--- src/rtl/core/maze_backtracker_walker_macros.svh ---
// Assertion macros shared by the maze walker RTL.
`ifndef MAZE_BACKTRACKER_WALKER_MACROS_SVH
`define MAZE_BACKTRACKER_WALKER_MACROS_SVH

`ifndef ASSERT_OFF
// Property must hold at every clock edge outside reset.
`define MBW_ASSERT(lbl, clk, rst_n, prop, msg) \
  lbl: assert property (@(posedge clk) disable iff (!rst_n) prop) else $error(msg);
// Expression must never be true outside reset.
`define MBW_NEVER(lbl, clk, rst_n, expr, msg) \
  lbl: assert property (@(posedge clk) disable iff (!rst_n) !(expr)) else $error(msg);
`else
`define MBW_ASSERT(lbl, clk, rst_n, prop, msg)
`define MBW_NEVER(lbl, clk, rst_n, expr, msg)
`endif

`endif

--- src/rtl/core/mbw_pkg.sv ---
// Types, constants and helpers for the maze walker.
`timescale 1ns / 1ps

package mbw_pkg;

  localparam int NODES_PER_SIDE = 16;
  localparam int NODE_TOTAL     = NODES_PER_SIDE * NODES_PER_SIDE;
  localparam int GRID_SIDE      = 2 * NODES_PER_SIDE + 1;
  localparam int COORD_W        = $clog2(NODES_PER_SIDE);
  localparam int NODE_W         = $clog2(NODE_TOTAL);
  localparam int CNT_W          = $clog2(NODE_TOTAL + 1);
  localparam int POS_W          = 6;
  localparam int OUT_COORD_W    = 4;
  localparam int STK_W          = 2 * COORD_W;

  // node word: visited bit, one bit towards the right neighbour, one downwards
  localparam int PASS_W     = 3;
  localparam int PASS_VISIT = 2;
  localparam int PASS_RIGHT = 1;
  localparam int PASS_DOWN  = 0;
  localparam logic [PASS_W-1:0] WORD_VISITED = PASS_W'(1 << PASS_VISIT);

  localparam logic [1:0] MODE_START = 2'd0;
  localparam logic [1:0] MODE_STEP  = 2'd1;
  localparam int         MODE_READ_BIT = 1;

  typedef enum logic [1:0] {
    DIR_UP    = 2'd0,
    DIR_DOWN  = 2'd1,
    DIR_LEFT  = 2'd2,
    DIR_RIGHT = 2'd3
  } dir_t;

  typedef enum logic [2:0] {
    ST_STARTED     = 3'd0,
    ST_CARVED      = 3'd1,
    ST_RETRY       = 3'd2,
    ST_BACKTRACKED = 3'd3,
    ST_FINISHED    = 3'd4,
    ST_READ_DONE   = 3'd5
  } status_t;

  typedef enum logic [1:0] {
    CK_WALL  = 2'd0,
    CK_OPEN  = 2'd1,
    CK_START = 2'd2
  } cell_kind_t;

  typedef enum logic [1:0] {
    CC_WALL  = 2'd0,
    CC_NODE  = 2'd1,
    CC_RIGHT = 2'd2,
    CC_DOWN  = 2'd3
  } cell_class_t;

  typedef struct packed {
    logic [1:0]       mode;
    logic [POS_W-1:0] pos_x;
    logic [POS_W-1:0] pos_y;
    logic [1:0]       direction;
  } in_t;

  typedef struct packed {
    status_t                status;
    logic [OUT_COORD_W-1:0] node_col;
    logic [OUT_COORD_W-1:0] node_row;
    cell_kind_t             cell_kind;
    logic                   all_visited;
  } out_t;

  typedef struct packed {
    logic               inb;
    logic [COORD_W-1:0] col;
    logic [COORD_W-1:0] row;
    logic [NODE_W-1:0]  idx;
  } nbr_t;

  typedef struct packed {
    cell_class_t       cls;
    logic [NODE_W-1:0] idx;
  } cell_req_t;

  function automatic logic [NODE_W-1:0] node_idx(input logic [COORD_W-1:0] row,
                                                  input logic [COORD_W-1:0] col);
    node_idx = NODE_W'(int'(row) * NODES_PER_SIDE + int'(col));
  endfunction

endpackage

--- src/rtl/core/maze_backtracker_walker.sv ---
// Top level of the randomised depth-first maze walker.
`timescale 1ns / 1ps
`include "maze_backtracker_walker_macros.svh"

// Maze walker: builds a maze on a 16 x 16 node lattice (grid of 33 x 33 cells)
// by randomised depth-first search, one request at a time, driven by an
// external 2-bit direction draw. Mode 0 starts a walk (clears the maze, start
// column/row saturate to the lattice), mode 1 takes one step (carve, retry,
// backtrack or finished), modes 2 and 3 read one grid cell. Each request gives
// exactly one result; the node position and all-visited flag in it reflect
// the state after that request. A step uses the single neighbour unit, which
// visits the four directions one per cycle, with each word from the node word
// RAM's registered read arriving in the cycle after its lookup; a carve then
// writes the new node's word, plus a read-modify-write of the current node's
// word when the passage lies there (down or right), and a backtrack waits on
// the return stack RAM's read. While one request is in flight in_ready is low;
// a finished result sits in the output register, so the next request can be
// accepted before it is taken, and a result that finds the register still
// full waits until it is. Each node word (visited, right and down passage
// bits) lives in RAM; one word-valid flip-flop per node makes unwritten words
// read as zero, so a start clears the maze at once and no clearing pass is
// needed after reset.
module maze_backtracker_walker
  import mbw_pkg::*;
(
  input  logic clk,
  input  logic rst_n,
  input  logic in_valid,
  output logic in_ready,
  input  in_t  in_data,
  output logic out_valid,
  input  logic out_ready,
  output out_t out_data
);

  typedef enum logic [9:0] {
    S_IDLE     = 10'b0000000001,
    S_SCAN     = 10'b0000000010,
    S_DECIDE   = 10'b0000000100,
    S_CARVE_RD = 10'b0000001000,
    S_CARVE_WR = 10'b0000010000,
    S_POP_RD   = 10'b0000100000,
    S_POP_WR   = 10'b0001000000,
    S_READ_RD  = 10'b0010000000,
    S_READ_WR  = 10'b0100000000,
    S_EMIT     = 10'b1000000000
  } state_t;

  // ---- control state ----
  state_t              state_r,   state_nxt;
  logic [COORD_W-1:0]  cur_col_r, cur_col_nxt;
  logic [COORD_W-1:0]  cur_row_r, cur_row_nxt;
  logic [NODE_W-1:0]   start_r,   start_nxt;
  logic [CNT_W-1:0]    count_r,   count_nxt;
  logic [CNT_W-1:0]    depth_r,   depth_nxt;
  logic [NODE_TOTAL-1:0] pv_r,      pv_nxt;      // node word holds data
  logic                out_valid_r, out_valid_nxt;

  // ---- per-request payload ----
  dir_t                dir_r,    dir_nxt;
  dir_t                scan_k_r, scan_k_nxt;
  logic                q_inb_r,  q_inb_nxt;      // looked-up neighbour in bounds
  logic                q_pv_r,   q_pv_nxt;       // its word valid
  logic                any_r,    any_nxt;
  logic                drawn_r,  drawn_nxt;
  logic [PASS_W-1:0]   nword_r,  nword_nxt;      // word of the drawn neighbour
  cell_req_t           cell_r,   cell_nxt;
  status_t             status_r, status_nxt;
  cell_kind_t          kind_r,   kind_nxt;
  out_t                out_r,    out_nxt;

  // ---- shared neighbour unit ----
  dir_t                nbr_dir;
  nbr_t                nb;
  dir_t                prev_dir;
  logic                resp_take;
  logic [PASS_W-1:0]   resp_word;
  logic                resp_open;

  // ---- RAM ports ----
  logic                pass_we;
  logic [NODE_W-1:0]   pass_waddr;
  logic [NODE_W-1:0]   pass_raddr;
  logic [PASS_W-1:0]   pass_wdata;
  logic [PASS_W-1:0]   pass_rdata;
  logic                stk_we;
  logic [STK_W-1:0]    stk_rdata;

  logic [NODE_W-1:0]   cur_idx;
  logic [CNT_W-1:0]    depth_m1;
  cell_req_t           cell_in;
  logic [COORD_W-1:0]  sx;
  logic [COORD_W-1:0]  sy;
  logic [NODE_W-1:0]   start_in;
  logic                emit_go;
  logic [PASS_W-1:0]   cur_word;
  logic [PASS_W-1:0]   rd_word;
  logic [PASS_W-1:0]   carve_bit;
  logic                carve_far;
  logic                carve_fin;

  assign cur_idx  = node_idx(cur_row_r, cur_col_r);
  assign depth_m1 = depth_r - CNT_W'(1);

  // scan walks the four directions; carve re-uses the unit on the draw
  assign nbr_dir = (state_r == S_SCAN) ? scan_k_r : dir_r;

  mbw_nbr u_nbr (
    .col (cur_col_r),
    .row (cur_row_r),
    .dir (nbr_dir),
    .nb  (nb)
  );

  // word arriving now was looked up for the previous scan direction
  assign prev_dir  = dir_t'(scan_k_r - 2'd1);
  assign resp_take = (state_r == S_SCAN && scan_k_r != DIR_UP) || (state_r == S_DECIDE);
  assign resp_word = q_pv_r ? pass_rdata : '0;
  assign resp_open = q_inb_r && !resp_word[PASS_VISIT];

  mbw_cell u_cell (
    .gx  (in_data.pos_x),
    .gy  (in_data.pos_y),
    .req (cell_in)
  );

  assign cur_word = pv_r[cur_idx] ? pass_rdata : '0;
  assign rd_word  = pv_r[cell_r.idx] ? pass_rdata : '0;

  // up/left carves mark the neighbour's word, down/right the current one
  assign carve_far = (dir_r == DIR_DOWN || dir_r == DIR_RIGHT);
  assign carve_fin = (state_r == S_CARVE_RD && !carve_far) || (state_r == S_CARVE_WR);

  always_comb begin
    carve_bit = '0;
    if (dir_r == DIR_UP || dir_r == DIR_DOWN) begin
      carve_bit[PASS_DOWN] = 1'b1;
    end else begin
      carve_bit[PASS_RIGHT] = 1'b1;
    end
  end

  mbw_ram #(.WIDTH(PASS_W), .DEPTH(NODE_TOTAL)) u_pass_ram (
    .clk   (clk),
    .we    (pass_we),
    .waddr (pass_waddr),
    .wdata (pass_wdata),
    .raddr (pass_raddr),
    .rdata (pass_rdata)
  );

  mbw_ram #(.WIDTH(STK_W), .DEPTH(NODE_TOTAL)) u_stack_ram (
    .clk   (clk),
    .we    (stk_we),
    .waddr (depth_r[NODE_W-1:0]),
    .wdata ({cur_row_r, cur_col_r}),
    .raddr (depth_m1[NODE_W-1:0]),
    .rdata (stk_rdata)
  );

  // start position saturates onto the lattice
  assign sx = (int'(in_data.pos_x) > NODES_PER_SIDE - 1) ?
              COORD_W'(NODES_PER_SIDE - 1) : COORD_W'(in_data.pos_x);
  assign sy = (int'(in_data.pos_y) > NODES_PER_SIDE - 1) ?
              COORD_W'(NODES_PER_SIDE - 1) : COORD_W'(in_data.pos_y);
  assign start_in = node_idx(sy, sx);

  assign emit_go  = (state_r == S_EMIT) && (!out_valid_r || out_ready);
  assign in_ready = (state_r == S_IDLE);

  // ---- sequencer ----
  always_comb begin
    state_nxt   = state_r;
    cur_col_nxt = cur_col_r;
    cur_row_nxt = cur_row_r;
    start_nxt   = start_r;
    count_nxt   = count_r;
    depth_nxt   = depth_r;
    pv_nxt      = pv_r;
    dir_nxt     = dir_r;
    scan_k_nxt  = scan_k_r;
    q_inb_nxt   = q_inb_r;
    q_pv_nxt    = q_pv_r;
    any_nxt     = any_r;
    drawn_nxt   = drawn_r;
    nword_nxt   = nword_r;
    cell_nxt    = cell_r;
    status_nxt  = status_r;
    kind_nxt    = kind_r;
    out_nxt     = out_r;
    pass_we     = 1'b0;
    pass_waddr  = cur_idx;
    pass_wdata  = '0;
    pass_raddr  = nb.idx;
    stk_we      = 1'b0;

    out_valid_nxt = out_valid_r && !out_ready;

    // fold in the neighbour word looked up last cycle
    if (resp_take) begin
      any_nxt = any_r | resp_open;
      if (prev_dir == dir_r) begin
        drawn_nxt = resp_open;
        nword_nxt = resp_word;
      end
    end

    unique case (state_r)
      S_IDLE: begin
        if (in_valid) begin
          dir_nxt    = dir_t'(in_data.direction);
          cell_nxt   = cell_in;
          kind_nxt   = CK_WALL;
          scan_k_nxt = DIR_UP;
          any_nxt    = 1'b0;
          drawn_nxt  = 1'b0;
          priority if (in_data.mode[MODE_READ_BIT]) begin
            state_nxt = S_READ_RD;
          end else if (in_data.mode == MODE_STEP) begin
            if (count_r >= CNT_W'(NODE_TOTAL)) begin
              status_nxt = ST_FINISHED;
              state_nxt  = S_EMIT;
            end else begin
              state_nxt = S_SCAN;
            end
          end else begin
            // start walk: wipe the maze and mark the start node
            pv_nxt           = '0;
            pv_nxt[start_in] = 1'b1;
            pass_we          = 1'b1;
            pass_waddr       = start_in;
            pass_wdata       = WORD_VISITED;
            start_nxt        = start_in;
            cur_col_nxt      = sx;
            cur_row_nxt      = sy;
            count_nxt        = CNT_W'(1);
            depth_nxt        = '0;
            status_nxt       = ST_STARTED;
            state_nxt        = S_EMIT;
          end
        end
      end

      S_SCAN: begin
        // look up this direction's word; its data lands next cycle
        q_inb_nxt  = nb.inb;
        q_pv_nxt   = pv_r[nb.idx];
        scan_k_nxt = dir_t'(scan_k_r + 2'd1);
        if (scan_k_r == DIR_RIGHT) begin
          state_nxt = S_DECIDE;
        end
      end

      S_DECIDE: begin
        priority if (any_nxt && drawn_nxt) begin
          state_nxt = S_CARVE_RD;
        end else if (any_nxt) begin
          status_nxt = ST_RETRY;
          state_nxt  = S_EMIT;
        end else if (depth_r != '0) begin
          state_nxt = S_POP_RD;
        end else begin
          status_nxt = ST_FINISHED;
          state_nxt  = S_EMIT;
        end
      end

      S_CARVE_RD: begin
        // new node's word, with the passage when it lies on that side
        pass_we            = 1'b1;
        pass_waddr         = nb.idx;
        pass_wdata         = carve_far ? (nword_r | WORD_VISITED) :
                                         (nword_r | WORD_VISITED | carve_bit);
        pv_nxt[nb.idx]     = 1'b1;
        pass_raddr         = cur_idx;
        state_nxt          = carve_far ? S_CARVE_WR : S_EMIT;
      end

      S_CARVE_WR: begin
        pass_we         = 1'b1;
        pass_waddr      = cur_idx;
        pass_wdata      = cur_word | carve_bit;
        pv_nxt[cur_idx] = 1'b1;
        state_nxt       = S_EMIT;
      end

      S_POP_RD: begin
        depth_nxt = depth_m1;
        state_nxt = S_POP_WR;
      end

      S_POP_WR: begin
        cur_col_nxt = stk_rdata[COORD_W-1:0];
        cur_row_nxt = stk_rdata[STK_W-1:COORD_W];
        status_nxt  = ST_BACKTRACKED;
        state_nxt   = S_EMIT;
      end

      S_READ_RD: begin
        pass_raddr = cell_r.idx;
        state_nxt  = S_READ_WR;
      end

      S_READ_WR: begin
        unique case (cell_r.cls)
          CC_NODE: begin
            if (rd_word[PASS_VISIT]) begin
              kind_nxt = (cell_r.idx == start_r) ? CK_START : CK_OPEN;
            end
          end
          CC_RIGHT: kind_nxt = rd_word[PASS_RIGHT] ? CK_OPEN : CK_WALL;
          CC_DOWN:  kind_nxt = rd_word[PASS_DOWN]  ? CK_OPEN : CK_WALL;
          default:  kind_nxt = CK_WALL;
        endcase
        status_nxt = ST_READ_DONE;
        state_nxt  = S_EMIT;
      end

      S_EMIT: begin
        if (emit_go) begin
          out_nxt.status      = status_r;
          out_nxt.node_col    = OUT_COORD_W'(cur_col_r);
          out_nxt.node_row    = OUT_COORD_W'(cur_row_r);
          out_nxt.cell_kind   = kind_r;
          out_nxt.all_visited = (count_r >= CNT_W'(NODE_TOTAL));
          out_valid_nxt       = 1'b1;
          state_nxt           = S_IDLE;
        end
      end

      default: state_nxt = S_IDLE;
    endcase

    // last cycle of a carve: push, count and move onto the new node
    if (carve_fin) begin
      if (depth_r < CNT_W'(NODE_TOTAL)) begin
        stk_we    = 1'b1;
        depth_nxt = depth_r + CNT_W'(1);
      end
      count_nxt   = count_r + CNT_W'(1);
      cur_col_nxt = nb.col;
      cur_row_nxt = nb.row;
      status_nxt  = ST_CARVED;
    end
  end

  always_ff @(posedge clk) begin
    if (!rst_n) begin
      state_r     <= S_IDLE;
      cur_col_r   <= '0;
      cur_row_r   <= '0;
      start_r     <= '0;
      count_r     <= '0;
      depth_r     <= '0;
      pv_r        <= '0;
      out_valid_r <= 1'b0;
    end else begin
      state_r     <= state_nxt;
      cur_col_r   <= cur_col_nxt;
      cur_row_r   <= cur_row_nxt;
      start_r     <= start_nxt;
      count_r     <= count_nxt;
      depth_r     <= depth_nxt;
      pv_r        <= pv_nxt;
      out_valid_r <= out_valid_nxt;
    end
  end

  always_ff @(posedge clk) begin
    dir_r    <= dir_nxt;
    scan_k_r <= scan_k_nxt;
    q_inb_r  <= q_inb_nxt;
    q_pv_r   <= q_pv_nxt;
    any_r    <= any_nxt;
    drawn_r  <= drawn_nxt;
    nword_r  <= nword_nxt;
    cell_r   <= cell_nxt;
    status_r <= status_nxt;
    kind_r   <= kind_nxt;
    out_r    <= out_nxt;
  end

  assign out_valid = out_valid_r;
  assign out_data  = out_r;

  // ---- assertions ----
  // every stack entry was pushed by a carve that also counted a node
  `MBW_ASSERT(a_depth_le_count, clk, rst_n, depth_r <= count_r, "stack deeper than visited count")
  `MBW_NEVER(a_count_range, clk, rst_n, count_r > CNT_W'(NODE_TOTAL), "visited count overran")
  `MBW_ASSERT(a_carve_counts, clk, rst_n, carve_fin |=> count_r == $past(count_r) + CNT_W'(1), "carve did not count node")
  `MBW_ASSERT(a_out_hold, clk, rst_n, out_valid_r && !out_ready |=> out_valid_r && $stable(out_r), "waiting result dropped or changed")

endmodule

--- src/rtl/core/mbw_ram.sv ---
// Generic simple dual-port RAM with registered read.
`timescale 1ns / 1ps

module mbw_ram #(
  parameter int WIDTH = 8,
  parameter int DEPTH = 256
) (
  input  logic                     clk,
  input  logic                     we,
  input  logic [$clog2(DEPTH)-1:0] waddr,
  input  logic [WIDTH-1:0]         wdata,
  input  logic [$clog2(DEPTH)-1:0] raddr,
  output logic [WIDTH-1:0]         rdata
);

  logic [WIDTH-1:0] mem_r [DEPTH];
  logic [WIDTH-1:0] rdata_r;

  always_ff @(posedge clk) begin
    if (we) begin
      mem_r[waddr] <= wdata;
    end
    rdata_r <= mem_r[raddr];
  end

  assign rdata = rdata_r;

endmodule

--- src/rtl/core/mbw_nbr.sv ---
// Neighbour unit: lattice neighbour of a node in one direction, with bound check.
`timescale 1ns / 1ps

module mbw_nbr
  import mbw_pkg::*;
(
  input  logic [COORD_W-1:0] col,
  input  logic [COORD_W-1:0] row,
  input  dir_t               dir,
  output nbr_t               nb
);

  localparam logic [COORD_W-1:0] LAST = COORD_W'(NODES_PER_SIDE - 1);

  logic [COORD_W-1:0] ncol;
  logic [COORD_W-1:0] nrow;
  logic               inb;

  always_comb begin
    ncol = col;
    nrow = row;
    inb  = 1'b0;
    unique case (dir)
      DIR_UP: begin
        inb  = (row != '0);
        nrow = row - COORD_W'(1);
      end
      DIR_DOWN: begin
        inb  = (row < LAST);
        nrow = row + COORD_W'(1);
      end
      DIR_LEFT: begin
        inb  = (col != '0);
        ncol = col - COORD_W'(1);
      end
      DIR_RIGHT: begin
        inb  = (col < LAST);
        ncol = col + COORD_W'(1);
      end
      default: inb = 1'b0;
    endcase
  end

  assign nb.inb = inb;
  assign nb.col = ncol;
  assign nb.row = nrow;
  assign nb.idx = node_idx(nrow, ncol);

endmodule

--- src/rtl/core/mbw_cell.sv ---
// Grid cell decode: classifies a grid position and finds the node it maps to.
`timescale 1ns / 1ps

module mbw_cell
  import mbw_pkg::*;
(
  input  logic [POS_W-1:0] gx,
  input  logic [POS_W-1:0] gy,
  output cell_req_t        req
);

  logic [POS_W-1:0]   gx_m1;
  logic [POS_W-1:0]   gy_m1;
  logic [COORD_W-1:0] cx;
  logic [COORD_W-1:0] cy;
  cell_class_t        cls;

  assign gx_m1 = gx - POS_W'(1);
  assign gy_m1 = gy - POS_W'(1);
  assign cx    = COORD_W'(gx_m1[POS_W-1:1]);
  assign cy    = COORD_W'(gy_m1[POS_W-1:1]);

  always_comb begin
    priority if (int'(gx) >= GRID_SIDE || int'(gy) >= GRID_SIDE ||
                 gx == '0 || gy == '0) begin
      cls = CC_WALL;
    end else if (gx[0] && gy[0]) begin
      cls = CC_NODE;
    end else if (gy[0]) begin
      cls = (int'(cx) < NODES_PER_SIDE - 1) ? CC_RIGHT : CC_WALL;
    end else if (gx[0]) begin
      cls = (int'(cy) < NODES_PER_SIDE - 1) ? CC_DOWN : CC_WALL;
    end else begin
      cls = CC_WALL; // wall corner between four nodes
    end
  end

  assign req.cls = cls;
  assign req.idx = node_idx(cy, cx);

endmodule
--- config.mk ---
export PLATFORM = sky130hd
export DESIGN_NAME = maze_backtracker_walker
export DESIGN_NICKNAME = d
export VERILOG_FILES = /design/src/rtl/core/mbw_pkg.sv /design/src/rtl/core/maze_backtracker_walker.sv /design/src/rtl/core/mbw_ram.sv /design/src/rtl/core/mbw_nbr.sv /design/src/rtl/core/mbw_cell.sv
export VERILOG_INCLUDE_DIRS = /design/src /design/src/rtl/core
export SDC_FILE = /design/constraint.sdc
export NUM_CORES = 2
export LEC_CHECK = 0
export BUFFER_PORTS_ARGS = -buffer_cell sky130_fd_sc_hd__clkbuf_2
export CORE_ASPECT_RATIO = 1.2
export CORE_UTILIZATION = 35
export DETAILED_ROUTE_END_ITERATION = 10
export GPL_ROUTABILITY_DRIVEN = 1
export HOLD_SLACK_MARGIN = 0.02
export MAX_ROUTING_LAYER = met4
export PLACE_DENSITY = 0.49
export SLEW_MARGIN = 20
export SYNTH_ARGS = -nofsm -noshare
export SYNTH_HDL_FRONTEND = slang
export SYNTH_SLANG_ARGS = --single-unit
--- constraint.sdc ---
create_clock -name clk -period 13.6 [get_ports clk]
set_input_delay 0.68 -clock clk [delete_from_list [all_inputs] [get_ports clk]]
set_output_delay 0.68 -clock clk [all_outputs]
set_load 0.01 [all_outputs]
Word level (Yosys, flattened, before mapping)
Memories as Yosys holds them, arrays and structs flattened. A register that Yosys moved wholly into a read port is not among the register bits.
Cells that the tools add are included.
{"block": "totals", "out_inout_bits": 16, "word_cells": 262, "ram_bits": 2816, "mem_bits_ro": 0, "reg_bits": 340, "mem_count": 2, "latchBits": 0}
{"name": "u_stack_ram.mem_r", "depth": 256, "width": 8, "rd": 1, "rd_ports_with_merged_regs": 1, "wr": 1, "line": "mbw_ram.sv:16", "text": "logic [WIDTH-1:0] mem_r [DEPTH];"}
{"name": "u_pass_ram.mem_r", "depth": 256, "width": 3, "rd": 1, "rd_ports_with_merged_regs": 1, "wr": 1, "line": "mbw_ram.sv:16"}
{"block": "classes", "n_eq_ne": 36, "bitwise_logic": 7, "shift": 0, "n_mux": 109, "n_lt_le_gt_ge": 17, "addsub": 15, "div": 0, "mul": 0, "n_reduce_logical": 51}
{"operator": "$mux 256", "count": 3}
{"operator": "$pmux 256 s3", "count": 1}
{"operator": "$or 256x256->256", "count": 2}
{"operator": "$mux 10", "count": 10}
{"operator": "$mux 9", "count": 10}
{"operator": "$pmux 10 s8", "count": 1}
{"operator": "$mux 3", "count": 14}
{"operator": "$mux 4", "count": 10}
{"operator": "$lt 8x9->1 const B", "count": 4}
{"operator": "$add 8x4->8", "count": 4}
{"operator": "$pmux 4 s2", "count": 4}
{"operator": "$pmux 8 s2", "count": 2}
{"operator": "$mux 1", "count": 29}
{"operator": "$bmux 1 s8", "count": 3}
{"operator": "$demux 1 s8", "count": 3}
{"operator": "$ge 8x1->1 const B", "count": 3}
{"operator": "$mux 8", "count": 3}
{"operator": "$add 9x1->9 const B", "count": 2}
{"operator": "$pmux 9 s2", "count": 1}
{"operator": "$lt 4x4->1 const B", "count": 4}
{"operator": "$mux 2", "count": 8}
{"operator": "$reduce_and 4->1", "count": 4}
{"operator": "$eq 2x2->1 const B", "count": 6}
{"operator": "$ge 6x6->1 const B", "count": 2}
{"operator": "49 further kinds", "count": 102}

Longest topological paths before layout
{"block": "logic_depth", "depth_word": 11, "ltp_mapped": 22}

Cells and area by module
From an unflattened synthesis, not the netlist that was laid out.
{"block": "unflattened", "hier_cells": 8219, "hier_area_um2": 135925.4}
{"mod": "mbw_ram (u_stack_ram)", "cells_each": 3733, "n_inst": 1, "area_each_um2": 79556.3}
{"mod": "mbw_ram (u_pass_ram)", "cells_each": 1713, "n_inst": 1, "area_each_um2": 31038.5}
{"mod": "maze_backtracker_walker", "cells_each": 2664, "n_inst": 1, "area_each_um2": 24461.0}
{"mod": "mbw_nbr", "cells_each": 62, "n_inst": 1, "area_each_um2": 505.5}
{"mod": "mbw_cell", "cells_each": 47, "n_inst": 1, "area_each_um2": 364.1}

Worst setup path before layout
Ideal clock, no wire load.
{"block": "synth_path", "path_kind": "reg2reg", "from": "reg cur_col_r[1]", "to": "mem u_pass_ram.mem_r[0][0] (netlist name), data pin", "arrival_time_ns": 9.510, "setup_time_ns": 0.864, "stages_incl_launch_ff": 11, "period_less_slack_ns": 10.374, "path_slack_ns": 3.226, "cell_sequence": "dfxtp_1 -> buf_2 -> buf_1 -> clkbuf_1 -> mux2i_1 -> mux4_2 -> a21oi_1 -> mux4_2 -> mux4_2 -> nor2b_1 -> a221o_1"}
{"block": "synth_via", "elab_chain_len": 6}
{"item": "from (decl)", "line": "maze_backtracker_walker.sv:51", "text": "logic [COORD_W-1:0] cur_col_r, cur_col_nxt;"}
{"item": "from (signal assigned)", "line": "maze_backtracker_walker.sv:359", "text": "cur_col_r <= cur_col_nxt;"}
{"item": "$add 8x4->8", "line": "mbw_pkg.sv:85", "text": "node_idx = NODE_W'(int'(row) * NODES_PER_SIDE + int'(col));"}
{"item": "$bmux 1 s8", "line": "maze_backtracker_walker.sv:127", "text": "assign cur_word = pv_r[cur_idx] ? pass_rdata : '0;"}
{"item": "$mux 1 (not written as such)", "line": "maze_backtracker_walker.sv:127"}
{"item": "$mux 3", "line": "maze_backtracker_walker.sv:127"}
{"item": "$or 3x2->3", "line": "maze_backtracker_walker.sv:282", "text": "pass_wdata = cur_word | carve_bit;"}
{"item": "$pmux 3 s3", "line": "maze_backtracker_walker.sv:208", "text": "unique case (state_r)"}
{"item": "named net pass_wdata[0]", "line": "maze_backtracker_walker.sv:84", "text": "logic [PASS_W-1:0] pass_wdata;"}
{"item": "to (decl)", "line": "mbw_ram.sv:16"}
The timed path passes the listed nets, and every way through them passes these cells. The select of a mux whose other input is x is not followed.

Final worst setup path
{"block": "layout_path", "from": "reg cur_col_r[0]", "to": "mem u_pass_ram.mem_r[161][2] (netlist name), data pin"}
Same word-level chain as after synthesis.

==> flow_summary.json <==
{
  "status": "finished, final reports clean",
  "synth_top_family_by_area": "multiplexers",
  "powerDensity_nw_per_um2": 147,
  "post-dp-hpwl_um": 257000,
  "via_count": 84300,
  "cts_buffer_depth": 4,
  "layout_common_cells": "edfxtp_1, nor2_1, mux4_2",
  "crit_path_end_kind": "flip-flop",
  "route.detailed.wl_per_inst_um": 31.0,
  "core_area_um2": 389000,
  "start_kind": "flip-flop",
  "path_clk_slew_ps": 60,
  "path_class": "flip-flop to flip-flop",
  "die-area_um2": 394000,
  "yosysSeqAreaShare": 0.671,
  "async_reset_ff_frac": 0,
  "crit_path_max_incr_delay_ps": 880,
  "layout_commonest_cell": "edfxtp_1",
  "clock_sinks": 3167,
  "yosys.area_share.adder": 0.00203,
  "finalSetupTns_ps": 0,
  "via_per_inst": 5.95,
  "crit_path_top_delay_cell": "buf_4",
  "synth_top_flop_cell": "edfxtp_1",
  "rsz0062_at_grt": "false",
  "nNetsFinal": 8755,
  "clkLatencyLatePin_ps": 910,
  "crit_chain": "buf_4, buf_4, buf_12, nor3_1, a21oi_1, mux4_2, mux4_2, mux4_2, nor2b_1, a21o_4, buf_4, buf_4",
  "htreeDepth": 5,
  "max_freq_mhz": 139,
  "grt_pass1_vias": 83600,
  "synth_edf_count": 2850,
  "dr.pass1.iters": 8,
  "ys_warn_count": 0,
  "setup_viol": 0,
  "antenna_found_initial": 25,
  "synth_nets": 8920,
  "crit_top_cell": "buf_4",
  "portBuffers": 35,
  "clockRootBuffer": "clkbuf_16",
  "cts_tree": "done",
  "synth-seq-cells": 3167,
  "grt_max_degree": 257,
  "required_ps": 14140,
  "drt-initial-drc-count": 9468,
  "syn_to_final_growth_pct": 11.9,
  "track_usage": 0.224,
  "slew_viol_final": 0,
  "gp_congestion": 0.925,
  "hold_path.class": "input port to flip-flop",
  "arrival_ps": 7760,
  "fp.dieW_um": 573,
  "rows": 251,
  "initial_core_util": 0.352,
  "post-cts-setup-buffers": 0,
  "synth.mux.area_fraction": 0.158,
  "synth_compound_area_frac": 0.0460,
  "drtAntennaViolNets": 0,
  "hold_violations": 0,
  "max_cap_viol_count": 0,
  "grt_first_pass_wirelength_um": 626000,
  "post-route-period-util": 0.531,
  "leakagePower_uw": 0.0451,
  "drc": 0,
  "overflow": 0,
  "final_util": 0.394,
  "post_cts_resized": 0,
  "cts_inserted_buffers": 324,
  "tightest_slew_ps": 1280,
  "netlist_area_um2": 137000,
  "ir_worst_vdd_v": 0.000135,
  "syn_area_per_cell_um2": 15.4,
  "io_pins": 36,
  "hold_buffers": 0,
  "drt_wl_total_um": 438000,
  "synth_xor_xnor_area_share": 0.00179,
  "synthCells": 8879,
  "skew_ps": 56.8,
  "ys_types": 90,
  "die_h_um": 687,
  "min_period_ps": 7220,
  "cp_max_fo": 173,
  "yosys.area_share.simple": 0.0992,
  "drive_gt1_frac": 0.189,
  "slew_headroom": 0.149
}
## cell usage after synthesis, types with 25 or more instances
cell type,n,share of area
a211oi_1,271,0.015
a21oi_1,87,0.0032
a221oi_1,48,0.0031
a22oi_1,88,0.0048
a31oi_1,64,0.0029
a32oi_1,25,0.0016
and3_1,35,0.0016
buf_1,81,0.0022
buf_2,81,0.0030
clkbuf_1,517,0.014
dfxtp_1,317,0.046
edfxtp_1,2850,0.62
inv_1,37,0.0010
mux2i_1,139,0.010
mux4_2,891,0.15
nand2_1,636,0.017
nand3_1,294,0.011
nand4_1,64,0.0029
nor2_1,1120,0.031
nor2b_1,36,0.0016
nor3_1,512,0.019
nor4_1,247,0.011
o21ai_0,72,0.0026
o311ai_0,30,0.0019
## layout make-up
| cell class | instances | area (µm²) |
|---|---|---|
| well taps | 5186 | 6490 |
| clock inverters | 169 | 1530 |
| clock buffers | 404 | 8800 |
| repair buffers | 210 | 1730 |
| flip-flops and latches | 3167 | 92000 |
| inverters | 39 | 154 |
| multi-input cells | 4972 | 42600 |
| fillers | 35700 | 236000 |
| diodes | 12 | 30.0 |
## metrics by stage
| stage | hold slack, ps | area (µm²) | total power (µW) | setup WS (ps) | cells |
|---|---|---|---|---|---|
| after floorplan | 400 | 137000 | 12600 | 3230 | 8879 |
| after global placement | 449 | 143000 | 13700 | 6380 | 13600 |
| after detailed placement | 465 | 143000 | 13800 | 6250 | 13600 |
| after CTS | 101 | 153000 | 22600 | 6250 | 14100 |
| after global routing | 132 | 153000 | 23100 | 5930 | 14200 |
| final | 155 | 153000 | 22500 | 6380 | 14200 |
## cells by family after synthesis
| family | Yosys count |
|---|---|
| xor+xnor | 28 |
| compound gates | 854 |
| simple gates | 3023 |
| flops | 3167 |
| fa+ha+maj | 21 |
| buf+inv | 740 |
| mux | 1046 |
## worst paths after layout
| kind | from | to | slack (ps) | cells past startpoint |
|---|---|---|---|---|
| worst min-delay path | in_data[0] | dir_r[0]$_DFFE_PP_ | 160 | 1 |
| worst max-delay path | cur_col_r[0]$_SDFFE_PN0P_ | u_pass_ram.mem_r[161][2]$_DFFE_PP_ | 6380 | 12 |
| worst min register to register | start_r[4]$_SDFFE_PN0P_ | start_r[4]$_SDFFE_PN0P_ | 470 | 2 |
| worst max register to register | cur_col_r[0]$_SDFFE_PN0P_ | u_pass_ram.mem_r[161][2]$_DFFE_PP_ | 6380 | 12 |
## registers in the layout, summed over array words and instances (netlist names), 2 cells and up
name / count
cell_r: 10
count_r: 9
cur_col_r: 4
cur_row_r: 4
depth_r: 9
dir_r: 2
kind_r: 2
nword_r: 2
out_data: 14
pv_r: 256
scan_k_r: 2
start_r: 8
state_r: 10
status_r: 3
u_pass_ram.mem_r: 768
u_pass_ram.rdata: 3
u_stack_ram.mem_r: 2048
u_stack_ram.rdata: 8
## layer usage
| layer | up-vias | track usage | wire [µm] |
|---|---|---|---|
| met5 | - | - | 0 |
| met1 | 44400 | 0.292 | 179000 |
| met4 | 0 | 0.0809 | 17400 |
| met3 | 894 | 0.0408 | 33600 |
| met2 | 3866 | 0.352 | 208000 |
| li1 | 35100 | - | - |
## report_power, final
part	switching [µW]	internal, µW
Combinational	2100	727
Clock	3820	5090
Sequential	82.5	10700
Total	6000	16500
## worst max-delay path: cells and delay by family (launching register included)
family / cells / cell delay, ps
compound gates: 2 / 790
buf+inv: 5 / 3680
flops: 1 / 480
mux: 3 / 900
simple gates: 2 / 510
(Power assumes the default switching activity.)
